==> src/design/chsu_pkg.sv <==
package chsu_pkg;

    localparam int NUM_BUCKETS     = 11;
    localparam int WAYS_PER_BUCKET = 8;
    localparam int KEY_WIDTH       = 31;

    // fixed field widths of the stream words
    localparam int KEY_IN_W  = 31;
    localparam int KIND_W    = 2;
    localparam int STATUS_W  = 2;
    localparam int BUCKET_W  = 4;
    localparam int S_TDATA_W = ((KEY_IN_W + 7) / 8) * 8;
    localparam int M_TDATA_W = ((BUCKET_W + 7) / 8) * 8;

    // modulo reduction: quotient by reciprocal multiplication, then remainder
    localparam int MOD_STEPS  = 2;
    localparam int DIG_W      = $clog2(MOD_STEPS);
    localparam int REC_SHIFT  = KEY_WIDTH + $clog2(NUM_BUCKETS);
    localparam int REC_MULT_W = KEY_WIDTH + 1;
    localparam int PROD_W     = KEY_WIDTH + REC_MULT_W;
    localparam logic [REC_MULT_W-1:0] REC_MULT = REC_MULT_W'(
        ((64'd1 << REC_SHIFT) + 64'(NUM_BUCKETS - 1)) / 64'(NUM_BUCKETS));
    localparam int REM_W   = $clog2(NUM_BUCKETS + 1);
    localparam int ROW_W   = (NUM_BUCKETS > 1) ? $clog2(NUM_BUCKETS) : 1;

    localparam logic [KIND_W-1:0] KIND_INSERT = 2'd0;
    localparam logic [KIND_W-1:0] KIND_SEARCH = 2'd1;
    localparam logic [KIND_W-1:0] KIND_DELETE = 2'd2;

    localparam logic [STATUS_W-1:0] STATUS_DONE    = 2'd0;
    localparam logic [STATUS_W-1:0] STATUS_DUP     = 2'd1;
    localparam logic [STATUS_W-1:0] STATUS_MISSING = 2'd2;
    localparam logic [STATUS_W-1:0] STATUS_FULL    = 2'd3;

    typedef enum logic [1:0] {
        ST_IDLE,
        ST_MOD,
        ST_READ,
        ST_EXEC
    } ctrl_state_t;

    typedef struct packed {
        logic load;
        logic mod_step;
        logic rd;
        logic exec;
    } dp_cmd_t;

    typedef struct packed {
        logic mod_done;
        logic out_free;
    } dp_stat_t;

endpackage

==> src/design/chsu_ctrl.sv <==
module chsu_ctrl
    import chsu_pkg::*;
(
    input  logic     aclk,
    input  logic     aresetn,
    input  logic     in_valid,
    output logic     in_ready,
    input  dp_stat_t stat,
    output dp_cmd_t  cmd
);

    ctrl_state_t state_reg, state_next;

    always_ff @(posedge aclk) begin
        if (!aresetn) begin
            state_reg <= ST_IDLE;
        end else begin
            state_reg <= state_next;
        end
    end

    always_comb begin
        state_next = state_reg;
        cmd        = '0;
        in_ready   = 1'b0;
        unique case (state_reg)
            ST_IDLE: begin
                in_ready = 1'b1;
                if (in_valid) begin
                    cmd.load   = 1'b1;
                    state_next = ST_MOD;
                end
            end
            ST_MOD: begin
                cmd.mod_step = 1'b1;
                if (stat.mod_done) begin
                    state_next = ST_READ;
                end
            end
            ST_READ: begin
                cmd.rd     = 1'b1;
                state_next = ST_EXEC;
            end
            ST_EXEC: begin
                // hold until the result register can take the new word
                if (stat.out_free) begin
                    cmd.exec   = 1'b1;
                    state_next = ST_IDLE;
                end
            end
            default: begin
                state_next = ST_IDLE;
            end
        endcase
    end

endmodule

==> src/design/chsu_datapath.sv <==
module chsu_datapath
    import chsu_pkg::*;
(
    input  logic                aclk,
    input  logic                aresetn,
    input  dp_cmd_t             cmd,
    output dp_stat_t            stat,
    input  logic [KEY_IN_W-1:0] in_key,
    input  logic [KIND_W-1:0]   in_kind,
    output logic                out_valid,
    input  logic                out_ready,
    output logic [STATUS_W-1:0] out_status,
    output logic [BUCKET_W-1:0] out_bucket
);

    logic [KEY_WIDTH-1:0]      key_reg;
    logic [KIND_W-1:0]         kind_reg;
    logic [KEY_WIDTH-1:0]      quot_reg;
    logic [REM_W-1:0]          rem_reg;
    logic [DIG_W-1:0]          dig_reg;
    logic [ROW_W-1:0]          row_idx;

    logic [PROD_W-1:0]         prod;
    logic [KEY_WIDTH-1:0]      quot_times_n;
    logic [KEY_WIDTH-1:0]      rem_full;

    logic [WAYS_PER_BUCKET-1:0][KEY_WIDTH-1:0] row_mem [NUM_BUCKETS];
    logic [WAYS_PER_BUCKET-1:0][KEY_WIDTH-1:0] row_q_reg;
    logic [WAYS_PER_BUCKET-1:0][KEY_WIDTH-1:0] row_wr;
    logic [WAYS_PER_BUCKET-1:0]                valid_reg [NUM_BUCKETS];

    logic [WAYS_PER_BUCKET-1:0] valid_row;
    logic [WAYS_PER_BUCKET-1:0] hit;
    logic [WAYS_PER_BUCKET-1:0] free;
    logic [WAYS_PER_BUCKET-1:0] free_oh;
    logic [WAYS_PER_BUCKET-1:0] valid_next;
    logic                       mem_we;
    logic [STATUS_W-1:0]        status_next;
    logic [BUCKET_W-1:0]        bucket_next;

    logic                out_valid_reg;
    logic [STATUS_W-1:0] out_status_reg;
    logic [BUCKET_W-1:0] out_bucket_reg;

    assign row_idx = rem_reg[ROW_W-1:0];

    // quotient from the reciprocal, remainder from the previous step's quotient
    assign prod         = PROD_W'(key_reg) * PROD_W'(REC_MULT);
    assign quot_times_n = quot_reg * KEY_WIDTH'(NUM_BUCKETS);
    assign rem_full     = key_reg - quot_times_n;

    // key intake and two-step modulo reduction
    always_ff @(posedge aclk) begin
        if (cmd.load) begin
            key_reg   <= in_key[KEY_WIDTH-1:0];
            kind_reg  <= in_kind;
            rem_reg   <= '0;
        end else if (cmd.mod_step) begin
            quot_reg  <= KEY_WIDTH'(prod >> REC_SHIFT);
            rem_reg   <= rem_full[REM_W-1:0];
        end
    end

    always_ff @(posedge aclk) begin
        if (!aresetn) begin
            dig_reg <= '0;
        end else if (cmd.load) begin
            dig_reg <= '0;
        end else if (cmd.mod_step) begin
            dig_reg <= dig_reg + 1'b1;
        end
    end

    // one bucket row per address
    always_ff @(posedge aclk) begin
        if (cmd.rd) begin
            row_q_reg <= row_mem[row_idx];
        end
        if (cmd.exec && mem_we) begin
            row_mem[row_idx] <= row_wr;
        end
    end

    always_comb begin
        valid_row = valid_reg[row_idx];
        for (int w = 0; w < WAYS_PER_BUCKET; w++) begin
            hit[w]    = valid_row[w] && (row_q_reg[w] == key_reg);
            row_wr[w] = row_q_reg[w];
        end
        free    = ~valid_row;
        // lowest free way only
        free_oh = free & (~free + WAYS_PER_BUCKET'(1));
        for (int w = 0; w < WAYS_PER_BUCKET; w++) begin
            if (free_oh[w]) begin
                row_wr[w] = key_reg;
            end
        end
    end

    always_comb begin
        mem_we      = 1'b0;
        valid_next  = valid_row;
        status_next = STATUS_MISSING;
        unique case (kind_reg)
            KIND_INSERT: begin
                if (|hit) begin
                    status_next = STATUS_DUP;
                end else if (|free) begin
                    mem_we      = 1'b1;
                    valid_next  = valid_row | free_oh;
                    status_next = STATUS_DONE;
                end else begin
                    status_next = STATUS_FULL;
                end
            end
            KIND_SEARCH: begin
                status_next = (|hit) ? STATUS_DONE : STATUS_MISSING;
            end
            KIND_DELETE: begin
                if (|hit) begin
                    valid_next  = valid_row & ~hit;
                    status_next = STATUS_DONE;
                end
            end
            default: begin
                status_next = STATUS_MISSING;
            end
        endcase
        bucket_next = (status_next == STATUS_DONE) ? BUCKET_W'(rem_reg) : '0;
    end

    always_ff @(posedge aclk) begin
        if (!aresetn) begin
            for (int b = 0; b < NUM_BUCKETS; b++) begin
                valid_reg[b] <= '0;
            end
        end else if (cmd.exec) begin
            valid_reg[row_idx] <= valid_next;
        end
    end

    // result register, parts the result side from the intake
    always_ff @(posedge aclk) begin
        if (!aresetn) begin
            out_valid_reg <= 1'b0;
        end else if (cmd.exec) begin
            out_valid_reg <= 1'b1;
        end else if (out_ready) begin
            out_valid_reg <= 1'b0;
        end
    end

    always_ff @(posedge aclk) begin
        if (cmd.exec) begin
            out_status_reg <= status_next;
            out_bucket_reg <= bucket_next;
        end
    end

    assign stat.mod_done = (dig_reg == DIG_W'(MOD_STEPS - 1));
    assign stat.out_free = !out_valid_reg || out_ready;

    assign out_valid  = out_valid_reg;
    assign out_status = out_status_reg;
    assign out_bucket = out_bucket_reg;

endmodule

==> src/design/chained_hash_set_unit.sv <==
// Set of integer keys in NUM_BUCKETS buckets of WAYS_PER_BUCKET ways each; a key lives
// in bucket key mod NUM_BUCKETS. Each input word carries an operation in s_tuser
// (insert, search, delete) and the key in s_tdata; each one yields exactly one result
// word with a status in m_tuser and, on success, the bucket index in m_tdata. One item
// is worked on at a time: the accept, the modulo reduction (quotient by
// reciprocal multiplication, then the remainder), the registered read of
// the bucket row, then the compare of all ways, write back and load of the result
// register; a new word is taken only once the last one has left the compare step, and a
// result still waiting on m_tready holds the compare step. A finished result may wait
// in its register while the next word is already taken in. The valid marks are cleared
// by reset in the same cycle; there is no clearing pass.
module chained_hash_set_unit
    import chsu_pkg::*;
(
    input  logic                 aclk,
    input  logic                 aresetn,
    input  logic                 s_tvalid,
    output logic                 s_tready,
    input  logic [S_TDATA_W-1:0] s_tdata,   // key
    input  logic [KIND_W-1:0]    s_tuser,   // kind
    output logic                 m_tvalid,
    input  logic                 m_tready,
    output logic [M_TDATA_W-1:0] m_tdata,   // bucket
    output logic [STATUS_W-1:0]  m_tuser    // status
);

    dp_cmd_t             cmd;
    dp_stat_t            stat;
    logic [BUCKET_W-1:0] bucket;

    chsu_ctrl u_ctrl (
        .aclk     (aclk),
        .aresetn  (aresetn),
        .in_valid (s_tvalid),
        .in_ready (s_tready),
        .stat     (stat),
        .cmd      (cmd)
    );

    chsu_datapath u_dp (
        .aclk       (aclk),
        .aresetn    (aresetn),
        .cmd        (cmd),
        .stat       (stat),
        .in_key     (s_tdata[KEY_IN_W-1:0]),
        .in_kind    (s_tuser),
        .out_valid  (m_tvalid),
        .out_ready  (m_tready),
        .out_status (m_tuser),
        .out_bucket (bucket)
    );

    assign m_tdata = M_TDATA_W'(bucket);

endmodule

==> config.mk <==
export PLATFORM = sky130hd
export DESIGN_NAME = chained_hash_set_unit
export DESIGN_NICKNAME = d
export VERILOG_FILES = /design/src/design/chsu_pkg.sv /design/src/design/chsu_ctrl.sv /design/src/design/chsu_datapath.sv /design/src/design/chained_hash_set_unit.sv
export SDC_FILE = /design/constraint.sdc
export NUM_CORES = 2
export LEC_CHECK = 0
export BUFFER_PORTS_ARGS = -buffer_cell sky130_fd_sc_hd__clkbuf_2
export CAP_MARGIN = 20
export CORE_UTILIZATION = 60
export CTS_BUF_LIST = sky130_fd_sc_hd__clkbuf_16
export CTS_CLUSTER_SIZE = 8
export DETAILED_ROUTE_END_ITERATION = 6
export PLACE_DENSITY = 0.76
export RECOVER_POWER = 100
export SLEW_MARGIN = 40
export SYNTH_ARGS = -nofsm -noshare
export SYNTH_HDL_FRONTEND = slang
export SYNTH_HIERARCHICAL = 1
export SYNTH_SLANG_ARGS = --single-unit
==> constraint.sdc <==
create_clock -name aclk -period 40.3 [get_ports aclk]
set_clock_uncertainty 0.05 [all_clocks]
set_input_delay 8.06 -clock aclk [delete_from_list [all_inputs] [get_ports aclk]]
set_output_delay 8.06 -clock aclk [all_outputs]
set_load 0.03 [all_outputs]
; Word-level counts from Yosys, hierarchy flattened
; Memories as Yosys holds them, arrays and structs flattened. A register that Yosys moved wholly into a read port is not among the register bits.
; Cells that the tools add are included.
[op_classes]
n_bitwise = 8
reduce_logical = 22
eq_ne = 16
mul = 2
addsub = 3
n_mux = 43
[op_table]
columns = cell, n
row1 = == test 31 bit, 8
row2 = two-way mux 31 bit, 8
row3 = multiplier 31 x 32 -> 63 bit (second input constant), 1
row4 = two-way mux 8 bit, 4
row5 = multiplier 28 x 4 -> 4 bit (second input constant), 1
row6 = inverter 8 bit, 3
row7 = OR reduction 8 bit, 3
row8 = two-way mux 1 bit, 19
row9 = bitwise AND 8 bit, 2
row10 = case mux 8 bit (2 select lines), 1
row11 = two-way mux 2 bit, 6
row12 = two-way mux 4 bit, 3
row13 = logical AND 1 bit, 9
row14 = adder 8 x 1 -> 8 bit (second input constant), 1
row15 = bitwise OR 8 bit, 1
row16 = case mux 2 bit (4 select lines), 1
row17 = == test 2 bit (second input constant), 3
row18 = logical NOT 2 bit, 3
row19 = == test 2 x 1 -> 1 bit (second input constant), 2
row20 = inequality test 2 bit (second input constant), 2
row21 = case mux 2 bit (2 select lines), 1
row22 = OR reduction 2 bit, 2
row23 = subtractor 4 bit, 1
row24 = AND reduction 3 bit, 1
row25 = other kinds (7), 8
[word_totals]
input_bits = 38
ff_bits = 75
output_inout_bits = 12
mem_bits_rw = 2816
wordCells = 105
memories = 2
[memory_table]
columns = memory, words, width, rd, rd_clocked_by_memory_dff, write_ports, line
row1 = u_dp.row_mem, 11, 248, 1, 1, 1, chsu_datapath.sv:27  ; logic [WAYS_PER_BUCKET-1:0][KEY_WIDTH-1:0] row_mem [NUM_BUCKETS];
row2 = u_dp.valid_reg, 11, 8, 1, 1, 11, chsu_datapath.sv:30  ; logic [WAYS_PER_BUCKET-1:0] valid_reg [NUM_BUCKETS];

; Logic depth before layout (Yosys ltp)
[depth]
word_depth = 9
ltp_mapped = 26
mapped_depth_nobuf = 25

; By module
; Netlist, hierarchy kept.
[by_module_without_submodules]
columns = mod, cells_per_inst, seq_area_each_um2, area_each_um2, instances
row1 = chsu_datapath, 7399, 94620.7, 133391.7, 1
row2 = chsu_ctrl, 21, 40.0, 181.4, 1
row3 = chained_hash_set_unit, 5, 0.0, 33.8, 1

; Worst setup path after synthesis
; Ideal clock, no wire load.
[synth_timing]
path_kind = input to register
start = in m_tready
end = mem u_dp/row_mem[4][0] (netlist bit) (enable)
setup_time_ps = 1463
arrival_ps = 31801
required_ps = 38787
n_path_buf = 0
path_slack_ps = 6986
path_stages = 4
cell_sequence = nand2b_1 > and2_2 > nand4_2 > nor4_1
[synth_lines]
columns = item, line
row1 = "start, declared", chained_hash_set_unit.sv:22  ; input logic m_tready,
row2 = "end, declared", chsu_datapath.sv:27

==> results.md <==
- Maximum clock rate: 0.0516 GHz
- Post-Route Utilization: 67.4%
- #FFs+latches synth: 3159
- Final setup fails: 0
- Final period util: 48.1%
- Most common cell after layout, fill and taps aside: edfxtp_1
- Cells after synthesis: 7425
- I/O pin cnt: 50
- Startpoint Class: primary input
- Max-cap viol count: 100
- Worst-path clk slew: 60 ps
- Worst Hold Class: reg2reg
- WHS Path Cells: 2
- Mapped cell area: 0.134 mm2
- Initial core utilization: 60.6%
- Syn Area/Cell: 18.0 um2
- Failing checks: max-capacitance violations, max-slew violations
- Layout cells sized above 1: 14.4%
- Via/cell ratio: 6.49
- Nets: 8211
- Synth async-reset ratio: 0%
- Critical Path RT: 40660 ps
- RSZ-0062 raised after global routing: false
- Total number of vias: 69700
- Routability congestion estimate from global placement: 0.903
- Fill count: 13700
- Register area share after synthesis: 70.9%
- Outcome: finished, violations left
- Post-synth EDFFs: 3139
- Clk sinks: between 3000 and 4000
- Worst Path Max Fanout: 60
- DPL Wire Length: 175000 um
- Initial antenna violation count: 11
- Commonest cells after routing, fill and taps aside: edfxtp_1, nand2_1, o21ai_0
- Synth cell types: 73
- Top_reg_cell synth: edfxtp_1
- R2R depth: 8
- Crit. End Element: register
- Worst R2R Start: u_dp/rem_reg[0]$_SDFFE_PP0P_
- GRT Total Usage: around 29%
- Core Rows: 172
- Worst skew pair latency: 1000 ps
- Placeable Area: 0.221 mm2
- First-pass iteration count of the detailed router: 6
- Inserted Clock Buffers: 444
- Post_cts resized: 0
- TNS Setup: 0 ps
- Die height: roughly 470 um
- Final ANT Viol Nets: 0
- Post-CTS setup buffers: 0
- Total length of routed wires: 324000 um
- Slack of the worst reg-to-reg path: roughly 21000 ps
- CTS Buffer Depth: 4
- Minimum clock period: 19380 ps
- Vias in the first global route: 71800
- CTS tree: built
- Initial DRC Count: about 8500
- Total grt overflow: 0
- Worst-margin pin slew: 8150 ps
- CTS root buffer: clkbuf_16
- Fin. Hold Viols: 0
- Critical path type: in2reg
- Synthesis-to-layout area growth: 11.3%
- Pins Over Slew Limit: approximately 4300
- DIE AREA: roughly 0.22 mm2
- Max reg flops: 2728
- Beginning of the worst hold path: u_dp/valid_reg[10][6]$_SDFFE_PN0P_
- DRC viols: 0
- Synth warn: 6
- Critical Path AT: slightly below 20000 ps
- Number of port buffers: 44
- WL per Instance: just over 30 um
- First-pass GRT wire length: 473000 um
- Hold path endpoint: u_dp/valid_reg[10][6]$_SDFFE_PN0P_
- Reg-to-reg endpoint: u_dp/row_q_reg[102]$_DFFE_PP_
- Htree depth: 5
- Largest net degree at the start of global routing: about 170
- Die X: 474 um
- Rel. slew slack: -444%
- Hold buffer count at CTS: 0
## final cells by class
class,instances,area (um2),share of cell area (%)
flip-flops and latches,3159,94700,63.7
repair buffers,231,1290,0.868
well taps,2958,3700,2.49
clock inverters,58,364,0.245
clock buffers,447,11200,7.52
multi-input cells,3526,36100,24.3
diodes,5,12.5,0.00841
inverters,359,1350,0.907
## per-layer routing
| metal | wire length [um] | vias to the layer above | global-route usage, % | part of all wire, % |
|---|---|---|---|---|
| met2 | 157000 | 3753 | 47.0 | 48 |
| met1 | 122000 | 36300 | 39.3 | 38 |
| met3 | 29300 | 724 | 5.11 | 9.0 |
| met4 | 15900 | 4 | 13.4 | 4.9 |
| met5 | 25 | - | 0 | 0.0077 |
| li1 | - | 29000 | - | - |
## through the flow
stage                     instance area [um2]  cells  hold slack, ps  setup WS [ps]
after detailed placement               138000  10200             407          27590
after CTS                              149000  10700             421          28630
after global placement                 138000  10200             400          27660
after global routing                   149000  10700             452          19080
after floorplan                        134000   7428             381           6990
final                                  149000  10700             424          20920
## critical path, stage by stage
cell      delay [ps]
clkbuf_2          70
nand2b_1         140
and2_0           520
nand4_1          850
nor4_1           730
clkbuf_1        2980
clkbuf_1        2710
clkbuf_1        3490
## worst max-delay path by stage
| stage | start | to | slack, ps |
|---|---|---|---|
| 6_report | m_tready | u_dp/row_mem[8][166]$_DFFE_PP_ | 20920 |
| 3_3_place_gp | m_tready | u_dp/row_mem[6][79]$_DFFE_PP_ | 27660 |
| 3_5_place_dp | m_tready | u_dp/row_mem[6][79]$_DFFE_PP_ | 27590 |
| 2_1_floorplan | m_tready | u_dp/row_mem[4][0]$_DFFE_PP_ | 6990 |
| 5_1_grt | u_dp/rem_reg[0]$_SDFFE_PP0P_ | u_dp/row_q_reg[62]$_DFFE_PP_ | 19080 |
| 4_1_cts | m_tready | u_dp/row_mem[6][112]$_DFFE_PP_ | 28630 |
## synth_stat cells, types with 3 or more instances
cell type	instances	share of area [%]
edfxtp_1	3139	71
nand2_1	641	1.8
o21ai_0	611	2.3
mux4_2	520	8.8
mux2i_1	500	3.7
inv_1	358	1.0
xnor2_1	240	1.6
ha_1	231	2.2
fa_1	221	3.3
clkbuf_1	206	0.58
buf_1	143	0.40
mux2_2	143	1.2
nor2_1	103	0.29
nand4_1	58	0.27
xor2_1	40	0.26
nand3_1	34	0.13
buf_2	24	0.090
nor4_1	23	0.11
nor3_1	21	0.079
dfxtp_1	20	0.30
a21oi_1	13	0.049
a21o_1	11	0.062
mux4_1	10	0.20
nor2b_1	9	0.042
buf_4	7	0.039
a22oi_1	6	0.034
nand2b_1	6	0.028
a211oi_1	5	0.028
nor3b_1	5	0.028
o211ai_1	5	0.028
nor3_2	4	0.030
nor4_2	4	0.037
o21a_1	4	0.022
a22o_1	3	0.020
and2_1	3	0.014
o221ai_1	3	0.020
o31ai_1	3	0.017
## cells by family (layout without fill, tap and decap cells)
family	count (synthesis)	after routing	synth area share, %
adders and majority gates	452	452	5.47
other	1	9	0.00281
buffers and inverters	743	1095	2.16
and+or+nand+nor	926	926	2.98
xor gates and xnor gates	280	280	1.84
muxes	1173	1173	13.9
AOI/OAI and AO/OA	691	691	2.78
DFF	3159	3159	70.9
Power is not shown: default switching activity piles up to over one toggle a cycle in this logic, so the estimate is an artifact.
